==> src/design/qsu_pkg.sv <==
// ----------------------------------------------------------------------------
// qsu_pkg: shared definitions for the quoted string unescaper
// Decoder modes, result kinds, error codes, the result bundle and the
// character helper functions.
// ----------------------------------------------------------------------------
package qsu_pkg;

	// decoder modes
	localparam logic [1:0] MODE_IDLE = 2'd0;
	localparam logic [1:0] MODE_BODY = 2'd1;
	localparam logic [1:0] MODE_ESC  = 2'd2;
	localparam logic [1:0] MODE_HEX  = 2'd3;

	// result kinds
	localparam logic [1:0] KIND_BYTE  = 2'd0;
	localparam logic [1:0] KIND_CLOSE = 2'd1;
	localparam logic [1:0] KIND_ERROR = 2'd2;

	// error codes
	localparam logic [2:0] ERR_BAD_HEX    = 3'd0;
	localparam logic [2:0] ERR_BAD_ESCAPE = 3'd1;
	localparam logic [2:0] ERR_NEWLINE    = 3'd2;
	localparam logic [2:0] ERR_END        = 3'd3;
	localparam logic [2:0] ERR_NOT_QUOTE  = 3'd4;

	// characters
	localparam logic [7:0] CH_DQUOTE    = 8'h22;
	localparam logic [7:0] CH_SQUOTE    = 8'h27;
	localparam logic [7:0] CH_BACKSLASH = 8'h5c;
	localparam logic [7:0] CH_LF        = 8'h0a;
	localparam logic [7:0] CH_CR        = 8'h0d;
	localparam logic [7:0] CH_U         = 8'h75;

	// utf-8 lead and continuation marks
	localparam logic [7:0] UTF8_LEAD2 = 8'hc0;
	localparam logic [7:0] UTF8_LEAD3 = 8'he0;
	localparam logic [7:0] UTF8_CONT  = 8'h80;

	// up to three results caused by one input word
	typedef struct packed {
		logic [1:0]      cnt;
		logic [1:0]      kind;
		logic [2:0]      err;
		logic [2:0][7:0] data;
	} bundle_t;

	// hex digit value, bit 4 set when the byte is not a hex digit
	function automatic logic [4:0] hex_of(logic [7:0] c);
		case (c) inside
			[8'h30:8'h39]: return {1'b0, c[3:0]};
			[8'h41:8'h46], [8'h61:8'h66]: return {1'b0, c[3:0] + 4'd9};
			default: return 5'h10;
		endcase
	endfunction

	// character of a one-letter escape, zero when unknown
	function automatic logic [7:0] escape_of(logic [7:0] c);
		case (c) inside
			8'h22, 8'h27, 8'h5c, 8'h2f: return c;
			8'h62: return 8'h08;
			8'h66: return 8'h0c;
			8'h6e: return 8'h0a;
			8'h72: return 8'h0d;
			8'h74: return 8'h09;
			default: return 8'h00;
		endcase
	endfunction

endpackage

==> src/design/qsu_if.sv <==
// ----------------------------------------------------------------------------
// qsu_if: channels of the quoted string unescaper
// Valid/ready channels for raw text words and for result words.
// ----------------------------------------------------------------------------
interface qsu_in_if;
	logic       valid;
	logic       ready;
	logic [7:0] in_byte;
	logic       start_req;
	logic       end_of_data;

	modport source (output valid, in_byte, start_req, end_of_data, input ready);
	modport sink (input valid, in_byte, start_req, end_of_data, output ready);
endinterface

interface qsu_out_if;
	logic       valid;
	logic       ready;
	logic [1:0] out_kind;
	logic [7:0] out_byte;
	logic [2:0] error_code;
	logic       last;

	modport source (output valid, out_kind, out_byte, error_code, last, input ready);
	modport sink (input valid, out_kind, out_byte, error_code, last, output ready);
endinterface

==> src/design/qsu_decode.sv <==
// ----------------------------------------------------------------------------
// qsu_decode: escape decoder
// Holds the string state and turns each accepted text word into a bundle
// of zero to three results in a single pass.
// ----------------------------------------------------------------------------
module qsu_decode (
	input  logic             clk,
	input  logic             arst_n,
	qsu_in_if.sink           text,
	input  logic             room,
	output qsu_pkg::bundle_t bundle,
	output logic             load
);
	import qsu_pkg::*;

	logic [1:0]  mode_q, mode_d;
	logic        single_q, single_d;
	logic [11:0] hex_q, hex_d;
	logic [1:0]  digits_q, digits_d;
	logic        accept;
	logic [7:0]  c;
	logic [7:0]  close_ch;
	logic [4:0]  dig;
	logic [7:0]  esc;
	logic [15:0] cp;

	assign text.ready = room;
	assign accept     = text.valid && room;
	assign load       = accept && (bundle.cnt != 2'd0);
	assign c          = text.in_byte;
	assign close_ch   = single_q ? CH_SQUOTE : CH_DQUOTE;
	assign dig        = hex_of(c);
	assign esc        = escape_of(c);
	assign cp         = {hex_q, dig[3:0]};

	// next state and results of the current word
	always_comb begin
		mode_d   = mode_q;
		single_d = single_q;
		hex_d    = hex_q;
		digits_d = digits_q;
		bundle   = '0;
		if (text.end_of_data) begin
			if (mode_q != MODE_IDLE) begin
				bundle.cnt  = 2'd1;
				bundle.kind = KIND_ERROR;
				bundle.err  = ERR_END;
				mode_d      = MODE_IDLE;
				single_d    = 1'b0;
				hex_d       = '0;
				digits_d    = '0;
			end
		end else if (text.start_req) begin
			hex_d    = '0;
			digits_d = '0;
			single_d = 1'b0;
			mode_d   = MODE_IDLE;
			if (c == CH_DQUOTE || c == CH_SQUOTE) begin
				mode_d   = MODE_BODY;
				single_d = (c == CH_SQUOTE);
			end else begin
				bundle.cnt  = 2'd1;
				bundle.kind = KIND_ERROR;
				bundle.err  = ERR_NOT_QUOTE;
			end
		end else begin
			unique case (mode_q)
				MODE_BODY: begin
					if (c == close_ch) begin
						bundle.cnt  = 2'd1;
						bundle.kind = KIND_CLOSE;
						mode_d      = MODE_IDLE;
						single_d    = 1'b0;
					end else if (c == CH_BACKSLASH) begin
						mode_d = MODE_ESC;
					end else if (c == CH_LF || c == CH_CR) begin
						bundle.cnt  = 2'd1;
						bundle.kind = KIND_ERROR;
						bundle.err  = ERR_NEWLINE;
						mode_d      = MODE_IDLE;
						single_d    = 1'b0;
					end else begin
						bundle.cnt     = 2'd1;
						bundle.data[0] = c;
					end
				end
				MODE_ESC: begin
					if (c == CH_U) begin
						mode_d   = MODE_HEX;
						hex_d    = '0;
						digits_d = '0;
					end else if (esc != 8'h00) begin
						bundle.cnt     = 2'd1;
						bundle.data[0] = esc;
						mode_d         = MODE_BODY;
					end else begin
						bundle.cnt  = 2'd1;
						bundle.kind = KIND_ERROR;
						bundle.err  = ERR_BAD_ESCAPE;
						mode_d      = MODE_IDLE;
						single_d    = 1'b0;
					end
				end
				MODE_HEX: begin
					if (dig[4]) begin
						bundle.cnt  = 2'd1;
						bundle.kind = KIND_ERROR;
						bundle.err  = ERR_BAD_HEX;
						mode_d      = MODE_IDLE;
						single_d    = 1'b0;
						hex_d       = '0;
						digits_d    = '0;
					end else if (digits_q == 2'd3) begin
						// fourth digit: emit the code point as utf-8
						mode_d   = MODE_BODY;
						hex_d    = '0;
						digits_d = '0;
						if (cp[15:7] == '0) begin
							bundle.cnt     = 2'd1;
							bundle.data[0] = cp[7:0];
						end else if (cp[15:11] == '0) begin
							bundle.cnt     = 2'd2;
							bundle.data[0] = UTF8_LEAD2 | {3'b000, cp[10:6]};
							bundle.data[1] = UTF8_CONT | {2'b00, cp[5:0]};
						end else begin
							bundle.cnt     = 2'd3;
							bundle.data[0] = UTF8_LEAD3 | {4'b0000, cp[15:12]};
							bundle.data[1] = UTF8_CONT | {2'b00, cp[11:6]};
							bundle.data[2] = UTF8_CONT | {2'b00, cp[5:0]};
						end
					end else begin
						hex_d    = {hex_q[7:0], dig[3:0]};
						digits_d = digits_q + 2'd1;
					end
				end
				default: begin
				end
			endcase
		end
	end

	// string state
	always_ff @(posedge clk or negedge arst_n) begin
		if (!arst_n) begin
			mode_q   <= MODE_IDLE;
			single_q <= 1'b0;
			hex_q    <= '0;
			digits_q <= '0;
		end else if (accept) begin
			mode_q   <= mode_d;
			single_q <= single_d;
			hex_q    <= hex_d;
			digits_q <= digits_d;
		end
	end

	// idle carries no leftover escape state
	a_idle_clean: assert property (@(posedge clk) disable iff (!arst_n)
		(mode_q == MODE_IDLE) |-> (hex_q == '0 && digits_q == '0 && !single_q))
		else $error("idle with leftover state");

	// digits only gather inside a unicode escape
	a_digits_hex: assert property (@(posedge clk) disable iff (!arst_n)
		(digits_q != 2'd0) |-> (mode_q == MODE_HEX))
		else $error("hex digits outside escape");

	// multi-byte output only from a completed unicode escape
	a_multi_hex: assert property (@(posedge clk) disable iff (!arst_n)
		(load && bundle.cnt != 2'd1) |-> (mode_q == MODE_HEX && digits_q == 2'd3))
		else $error("multi-byte bundle outside unicode escape");

endmodule

==> src/design/qsu_emit.sv <==
// ----------------------------------------------------------------------------
// qsu_emit: result register and serializer
// Holds one result bundle and hands its words out one per handshake.
// ----------------------------------------------------------------------------
module qsu_emit (
	input  logic             clk,
	input  logic             arst_n,
	input  qsu_pkg::bundle_t bundle,
	input  logic             load,
	output logic             room,
	qsu_out_if.source        result
);
	import qsu_pkg::*;

	bundle_t    bundle_s1;
	logic       valid_q;
	logic [1:0] idx_q;
	logic       take;
	logic       finish;

	assign take   = valid_q && result.ready;
	assign finish = take && (idx_q == bundle_s1.cnt - 2'd1);
	assign room   = !valid_q || finish;

	// result word selection
	assign result.valid      = valid_q;
	assign result.out_kind   = bundle_s1.kind;
	assign result.error_code = bundle_s1.err;
	assign result.out_byte   = bundle_s1.data[idx_q];
	assign result.last       = (idx_q == bundle_s1.cnt - 2'd1);

	// bundle payload
	always_ff @(posedge clk) begin
		if (load) begin
			bundle_s1 <= bundle;
		end
	end

	// occupancy and word index
	always_ff @(posedge clk or negedge arst_n) begin
		if (!arst_n) begin
			valid_q <= 1'b0;
			idx_q   <= '0;
		end else if (load) begin
			valid_q <= 1'b1;
			idx_q   <= '0;
		end else if (finish) begin
			valid_q <= 1'b0;
			idx_q   <= '0;
		end else if (take) begin
			idx_q <= idx_q + 2'd1;
		end
	end

	// word index stays inside the held bundle
	a_idx_range: assert property (@(posedge clk) disable iff (!arst_n)
		valid_q |-> (idx_q < bundle_s1.cnt))
		else $error("word index beyond bundle");

	// a new bundle only lands in free room
	a_load_room: assert property (@(posedge clk) disable iff (!arst_n)
		load |-> room)
		else $error("bundle overwritten");

	// a drained bundle with nothing behind it empties the register
	a_drain: assert property (@(posedge clk) disable iff (!arst_n)
		(finish && !load) |=> !valid_q)
		else $error("register not emptied after last word");

endmodule

==> src/design/quoted_string_unescape.sv <==
// ----------------------------------------------------------------------------
// quoted_string_unescape: quoted string unescaper
// Decodes quoted string text byte by byte into content bytes, close
// markers and error words.
// ----------------------------------------------------------------------------
// Usage:
//   text   : raw text words (in_byte, start_req, end_of_data), valid/ready.
//   result : result words (out_kind, out_byte, error_code, last),
//            valid/ready; last marks the final word caused by one text word.
// Latency: a text word that causes results shows its first result word on
//   the cycle after it is accepted.
// Throughput: one text word per cycle while the result register has room.
//   A text word is taken in the same cycle that the last word of the held
//   result bundle leaves, so the result register drains and refills without
//   a gap. A unicode escape that ends in two or three utf-8 bytes hands them
//   out one per result handshake; the text channel waits until the last of
//   them leaves. Words with no result pass whenever the register has room.
// Reset: arst_n clears the string state to idle and empties the result
//   register; no result is pending afterwards.
// Stall: while the receiver holds ready low the held result word stays on
//   the port and text ready falls once the register is full.
// ----------------------------------------------------------------------------
module quoted_string_unescape (
	input  logic      clk,
	input  logic      arst_n,
	qsu_in_if.sink    text,
	qsu_out_if.source result
);
	import qsu_pkg::*;

	bundle_t bundle;
	logic    load;
	logic    room;

	qsu_decode u_decode (
		.clk    (clk),
		.arst_n (arst_n),
		.text   (text),
		.room   (room),
		.bundle (bundle),
		.load   (load)
	);

	qsu_emit u_emit (
		.clk    (clk),
		.arst_n (arst_n),
		.bundle (bundle),
		.load   (load),
		.room   (room),
		.result (result)
	);

endmodule
==> src/flat_wrapper.sv <==
// flat-port wrapper written by rule: the top's interface ports become plain ports
module quoted_string_unescape_flat import qsu_pkg::*;
  (clk, arst_n, text_valid, text_in_byte, text_start_req, text_end_of_data, text_ready, result_valid, result_out_kind, result_out_byte, result_error_code, result_last, result_ready);
  qsu_in_if text_i ();
  qsu_out_if result_i ();
  input  logic clk;
  input  logic arst_n;
  input wire logic [$bits(text_i.valid)-1:0] text_valid;
  input wire logic [$bits(text_i.in_byte)-1:0] text_in_byte;
  input wire logic [$bits(text_i.start_req)-1:0] text_start_req;
  input wire logic [$bits(text_i.end_of_data)-1:0] text_end_of_data;
  output wire logic [$bits(text_i.ready)-1:0] text_ready;
  output wire logic [$bits(result_i.valid)-1:0] result_valid;
  output wire logic [$bits(result_i.out_kind)-1:0] result_out_kind;
  output wire logic [$bits(result_i.out_byte)-1:0] result_out_byte;
  output wire logic [$bits(result_i.error_code)-1:0] result_error_code;
  output wire logic [$bits(result_i.last)-1:0] result_last;
  input wire logic [$bits(result_i.ready)-1:0] result_ready;
  assign text_i.valid = text_valid;
  assign text_i.in_byte = text_in_byte;
  assign text_i.start_req = text_start_req;
  assign text_i.end_of_data = text_end_of_data;
  assign text_ready = text_i.ready;
  assign result_valid = result_i.valid;
  assign result_out_kind = result_i.out_kind;
  assign result_out_byte = result_i.out_byte;
  assign result_error_code = result_i.error_code;
  assign result_last = result_i.last;
  assign result_i.ready = result_ready;
  quoted_string_unescape u_core (.clk(clk), .arst_n(arst_n), .text(text_i), .result(result_i));
endmodule
==> config.mk <==
export PLATFORM = sky130hd
export DESIGN_NAME = quoted_string_unescape_flat
export DESIGN_NICKNAME = d
export VERILOG_FILES = /design/src/design/qsu_pkg.sv /design/src/design/qsu_if.sv /design/src/design/qsu_decode.sv /design/src/design/qsu_emit.sv /design/src/design/quoted_string_unescape.sv /design/src/flat_wrapper.sv
export SDC_FILE = /design/constraint.sdc
export NUM_CORES = 1
export LEC_CHECK = 0
export BUFFER_PORTS_ARGS = -buffer_cell sky130_fd_sc_hd__buf_2
export CAP_MARGIN = 20
export CELL_PAD_IN_SITES_DETAIL_PLACEMENT = 2
export CELL_PAD_IN_SITES_GLOBAL_PLACEMENT = 2
export CORE_MARGIN = 2
export CORE_UTILIZATION = 38
export CTS_CLUSTER_DIAMETER = 80
export DETAILED_ROUTE_END_ITERATION = 10
export HOLD_SLACK_MARGIN = 0.05
export PLACE_DENSITY_LB_ADDON = 0.15
export RECOVER_POWER = 50
export SETUP_SLACK_MARGIN = 0.2
export SLEW_MARGIN = 40
export SYNTH_ARGS = -nofsm -noshare
export SYNTH_HDL_FRONTEND = slang
export SYNTH_SLANG_ARGS = --single-unit
==> constraint.sdc <==
create_clock -name clk -period 3.39 [get_ports clk]
set_input_delay 0.1695 -clock clk [delete_from_list [all_inputs] [get_ports clk]]
set_output_delay 0.1695 -clock clk [all_outputs]
set_load 0.005 [all_outputs]
=== Word level (Yosys, flattened, before mapping) ===
Cells that the tools add are included.

* Logic and storage cells: 160
* Register bits: 51
* Output and inout port bits: 16
* Input port bits: 14

* Bitwise gates (word level): 2
* Reduce and logical (&&, ||, !) cells: 28
* Order comparisons: 7
* $add $sub $neg: 4
* Mux-type cells: 79
* Equality and inequality tests: 27

{| class="wikitable"
|+ Operators with widths
! cell !! count
|-
| 8-bit 2-to-1 mux || 14
|-
| 12-bit 2-to-1 mux || 6
|-
| 8-bit by 7-bit == test with 1-bit output, second input constant || 7
|-
| 2-bit 2-to-1 mux || 20
|-
| 5-bit 2-to-1 mux || 5
|-
| 8-bit by 6-bit == test with 1-bit output, second input constant || 3
|-
| 6-bit 2-to-1 mux || 4
|-
| 12-bit case mux with 2 select lines || 1
|-
| 8-bit case mux with 3 select lines || 1
|-
| 7-bit case mux with 3 select lines || 1
|-
| 8-bit binary-select mux with 2-bit select || 1
|-
| 8-bit by 4-bit == test with 1-bit output, second input constant || 2
|-
| 8-bit by 7-bit >= comparator with 1-bit output, second input constant || 2
|-
| 8-bit by 7-bit <= comparator with 1-bit output, second input constant || 2
|-
| 4-bit inequality test, second input constant || 4
|-
| 1-bit 2-to-1 mux || 15
|-
| 5-bit inequality test, second input constant || 3
|-
| 14-bit 2-to-1 mux || 1
|-
| 7-bit 2-to-1 mux || 2
|-
| 9-bit logical NOT || 1
|-
| 3-bit 2-to-1 mux || 3
|-
| 8-bit by 6-bit == test with 1-bit output || 1
|-
| 8-bit by 6-bit >= comparator with 1-bit output, second input constant || 1
|-
| 8-bit by 6-bit <= comparator with 1-bit output, second input constant || 1
|-
| 30 further kinds || 46
|}

=== Logic depth before layout (Yosys ltp) ===
* Depth in word-level cells: 16
* Depth in mapped cells: 10
* Gate-level depth less buffers: 8

=== Cells and area by module ===
From an unflattened synthesis, not the netlist that was laid out.

* Cell total of the unflattened synthesis: 330
* Area, all modules: 3216.8 um^2

{| class="wikitable"
|+ By module, submodules not included
! module !! times used !! area an instance (um^2) !! sequential area each (um^2) !! cells an instance
|-
| qsu_decode || 1 || 1890.6 || 425.4 || 245
|-
| qsu_emit || 1 || 1326.3 || 1006.0 || 85
|}

=== Worst setup path after synthesis ===
Ideal clock, no wire load.

* Path kind: input-to-reg
* Start point: input port text_in_byte[0]
* End point: register u_core.u_emit.bundle_s1[0] in the netlist's numbering, enable pin
* Path slack: 0.250 ns
* Required time: 2.988 ns
* Arrival time: 2.738 ns
* Cell stages on the path: 8
* Path through: buf_6 > inv_1 > ha_1 > or3b_1 > and3_1 > o31a_1 > o22a_1 > a31oi_2

* Cells in the longest elaborated chain, start to end: 11
* Elaborated cells between the ends (all ways): 28

{| class="wikitable"
|+ Ends and longest elaborated chain
! element !! RTL line !! source
|-
| start: declaration || flat_wrapper.sv:9 || <nowiki>input wire logic [$bits(text_i.in_byte)-1:0] text_in_byte;</nowiki>
|-
| 8-bit by 7-bit >= comparator with 1-bit output (implied by the code) or 8-bit by 7-bit <= comparator with 1-bit output (tied branches) || qsu_decode.sv:32 || <nowiki>assign dig = hex_of(c);</nowiki>
|-
| 1-bit logical AND (implied by the code) || qsu_decode.sv:32 ||
|-
| 2-bit OR reduction || qsu_pkg.sv:49 || <nowiki>case (c) inside</nowiki>
|-
| 5-bit 2-to-1 mux (2 in series) || qsu_pkg.sv:49 ||
|-
| 2-bit 2-to-1 mux || qsu_decode.sv:105 || <nowiki>if (dig[4]) begin</nowiki>
|-
| 7-bit case mux with 3 select lines || qsu_decode.sv:67 || <nowiki>unique case (mode_q)</nowiki>
|-
| 7-bit 2-to-1 mux * || qsu_decode.sv:53 || <nowiki>end else if (text.start_req) begin</nowiki>
|-
| 7-bit 2-to-1 mux * || qsu_decode.sv:43 || <nowiki>if (text.end_of_data) begin</nowiki>
|-
| 2-bit nonzero test * || qsu_decode.sv:29 || <nowiki>assign load = accept && (bundle.cnt != 2'd0);</nowiki>
|-
| 1-bit logical AND * || qsu_decode.sv:29 ||
|-
| via u_core.load || quoted_string_unescape.sv:32 || <nowiki>logic load;</nowiki>
|-
| end signal: assignment || qsu_emit.sv:35 || <nowiki>bundle_s1 <= bundle;</nowiki>
|-
| end: declaration || qsu_emit.sv:15 || <nowiki>bundle_t bundle_s1;</nowiki>
|}

The timed path passes the listed nets; every way through them passes the cells marked *.
A chain may end at the register's enable or synchronous reset.

=== Worst setup path in the final report ===
* Start point: input port text_in_byte[0]
* End point: register u_core.u_emit.bundle_s1[6] in the netlist's numbering, enable pin

Same word-level chain as after synthesis.

==> summary.txt <==
Outcome
  – Status: finished, final reports clean

Final layout
  – Commonest non-fill, non-tap cell in the layout: nand2_1
  – Final Util: 0.433
  – ANT cells: 0
  – Layout Nets: 374
  – Share of cells above drive strength 1: 0.118
  – Post-Layout Cell Count: about 460
  – Most frequent cells in the layout: nand2_1, edfxtp_1, nor2_1
  – Area grow syn2layout: 11.0%

Drt
  – Routed WL per cell: ~22 um
  – ANT nets after route: 0
  – Vias: about 2,800
  – Vias per inst: about 6.0
  – Drt total wl: ~10,000 um
  – Drt pass-1 iters: 4
  – Post-route DRC: 0
  – 1st-iter DRT viols: 126

STA
  – Slew headroom: 0.112
  – Worst-Margin Slew: 1.33 ns
  – Fin crit period: between 2 and 3 ns
  – Max frequency: about 360 MHz
  – Final setup violation count: 0
  – Endpoints failing hold: 0
  – Fin. max-slew vios: 0
  – Hold slack: approximately 0.12 ns
  – Clock skew: 0.0100 ns
  – Total Neg Setup Slack: 0 ns
  – Unrepaired setup endpoints after global routing: false
  – Fin crit share: 0.815

Clocking
  – Reg clk slew, reported paths: ~0.10 ns
  – Inserted Clock Buffers: 5
  – Setup Buffers After CTS: 0
  – Clock H-tree levels: 2
  – TritonCTS clock tree: done
  – Max clock buf depth: 2
  – Clock Latency Late Sink: around 0.31 ns
  – Post-cts resize count: 0
  – CTS Root Cell: clkbuf_8
  – Hold buffer count at CTS: 1
  – Clock Sinks: just under 50

Logic synthesis
  – Sequential-to-total area share from yosys stat: 0.433
  – Synth Flop Type: edfxtp_1
  – Largest cells by area after synthesis: edfxtp_1, dfrtp_1, nand2_1
  – Post-synthesis mux area share: 0.0359
  – Syn_nets: 350
  – Yosys top cell area share: 0.275
  – Synth cell types: 72
  – Async set or reset register ratio after synthesis: 0.408
  – Synth Area in XOR/XNOR: 0.00553
  – Synth Area per Inst: 9.57 um^2
  – Synth warnings: 0
  – Cell Area, Synth: 0.00317 mm^2
  – Simple-gate portion of the synthesized area: 0.221
  – Largest family of logic cells by synthesized area: compound AO/OA/AOI/OAI gates
  – Post-synthesis compound-gate area fraction: 0.236
  – Leading area contributor after synthesis: edfxtp_1
  – Synth Area in Adders: 0.0197
  – #FFs+latches synth: between 40 and 50
  – Mapped Cells: approximately 330
  – EDFF count, synth: 29

Die
  – DIE AREA: ~0.0091 mm^2
  – FP Rows: 33
  – # IOs: 30
  – Initial Util: 0.390
  – Die Height: 95.3 um
  – Core area: 0.00813 mm^2
  – Die X-Extent: ~95 um

Power and ir drop
  – Clock power frac: 0.313
  – Psw: about 0.50 mW
  – Seq pwr share: 0.433
  – PnR Total Power: 1.63 mW
  – Net switching share of the total power: 0.307
  – Max VDD drop: about 0.17 mV
  – Logic gate share of total power: 0.254
  – Internal power: between 1 and 1.5 mW
  – Leakage: approximately 1.4 nW
  – Cell Pwr Density: approximately 460 mW/mm^2

Hold path
  – HP Class: primary input to flip-flop
  – Hold_sp: text_end_of_data

Global routing
  – Global route total overflow: 0
  – GRT Total Usage: 0.238
  – Vias in the first global route: just under 3,000
  – First-pass GRT wire length: 16,200 um
  – Initial antenna violation count: 0
  – Largest net degree at the start of global routing: 26

Critical path
  – CP max stage delay: approximately 0.44 ns
  – WP data required: approximately 3.4 ns
  – Slowest-stage cell, CP: a21oi_2
  – WP data arrival: ~2.8 ns
  – Crit path max fanout: 25
  – Crit Path Class: primary input to flip-flop
  – Setup crit start kind: primary input
  – Critical Path End Type: flip-flop
  – Critical path origin: text_in_byte[0]
  – Worst path cell trace: clkbuf_1 > inv_1 > ha_1 > or3b_1 > nand3_1 > a21oi_2 > nand3_2 > a31oi_4 > buf_12
  – FF-to-FF Start: u_core.u_decode.single_q

Placed design
  – GP Congestion: between 0.8 and 0.9
  – IO Port Bufs: 29
  – Number of placed cells counting well taps: around 450
  – HPWL Detailed: 7720 um

Flow run
  – Max Cap Violations: 0
## power groups by stage
stage / sequential, mW / clock (mW) / combinational (mW)
2_1_floorplan: 0.713 / 0 / 0.258
3_3_place_gp: 0.713 / 0 / 0.414
3_5_place_dp: 0.720 / 0 / 0.440
4_1_cts: 0.707 / 0.519 / 0.442
5_1_grt: 0.710 / 0.544 / 0.467
6_report: 0.705 / 0.509 / 0.413
## area by class of cell
| class | instances | area, um^2 |
|---|---|---|
| multi-input cells | 250 | 1630 |
| well taps | 105 | 131 |
| flip-flops and latches | 49 | 1370 |
| inverters | 10 | 37.5 |
| clock buffers | 5 | 68.8 |
| clock inverters | 3 | 68.8 |
| fillers | 907 | 4620 |
| repair buffers | 39 | 213 |
## final timing paths
kind | to | slack (ns) | depth (start not counted)
max reg2reg | u_core.u_emit.bundle_s1[2] | 0.74 | 6
min | u_core.u_decode.mode_q[0] | 0.12 | 2
min in group asynchronous | u_core.u_decode.single_q | 0.67 | 2
min reg2reg | u_core.u_decode.digits_q[1] | 0.52 | 2
max | u_core.u_emit.bundle_s1[6] | 0.63 | 9
max in group asynchronous | u_core.u_emit.idx_q[1] | 1.93 | 2
## metrics by stage
| step | instance area [um^2] | setup slack, ns |
|---|---|---|
| after floorplan | 3170 | 0.250 |
| after global placement | 3420 | 0.571 |
| after detailed placement | 3420 | 0.463 |
| after CTS | 3560 | 0.741 |
| after global routing | 3520 | 0.384 |
| final | 3520 | 0.628 |
## registers in the layout, indices dropped and copies added, names as in the netlist
name,flops
u_core.u_decode.digits_q,2
u_core.u_decode.hex_q,12
u_core.u_decode.mode_q,2
u_core.u_decode.single_q,1
u_core.u_emit.bundle_s1,24
u_core.u_emit.idx_q,2
u_core.u_emit.result.error_code,3
u_core.u_emit.result.out_kind,2
u_core.u_emit.result.valid,1
## worst max-delay path, delay by kind of cell
kind | cells | cell delay, ns
AOI/OAI and AO/OA | 2 | 0.86
adders and majority gates | 1 | 0.29
buffers and inverters | 3 | 0.76
and+or+nand+nor | 3 | 0.68
## per-layer routing
layer	wire length, um	GRT usage	part of all wire	up-vias
li1	-	-	-	1298
met1	4620	0.316	0.46	1403
met2	5030	0.412	0.50	47
met3	248	0.0277	0.025	15
met4	176	0.0592	0.017	0
met5	0	0	0	-
## kinds of logic after synthesis
family	after synthesis
adder cells (fa/ha/maj)	5
AND/OR/NAND/NOR	126
flip-flops	49
AO/OA/AOI/OAI	106
XOR/XNOR	2
buffers and inverters	32
multiplexers	11
## synth_stat cells, types with 2 or more instances
cell      count
or3_1         3
o21ai_0      22
nor2b_1       4
o21bai_1      2
o21ai_1       4
nand2b_1      7
nor4b_2       2
nor2_1       25
buf_4         5
clkbuf_1      7
nand2_1      34
and2_1        3
nand4b_1      4
nand3_1       8
o22a_1        2
a21o_1        4
inv_1         9
a32oi_1       3
nor4_1        3
nand3b_1      3
a22oi_1       3
xnor2_1       2
o21a_1        3
a211oi_1      5
nor3_1        8
a22o_1       13
buf_1         2
nand4_1       3
o22ai_1       3
nor3b_1       2
mux2_1        2
and3_1        2
ha_1          5
o31ai_1       4
mux2i_1       8
buf_2         7
dfrtp_1      20
a21oi_1      22
or2_2         2
edfxtp_1     29
Power figures use the tool's default switching activity.
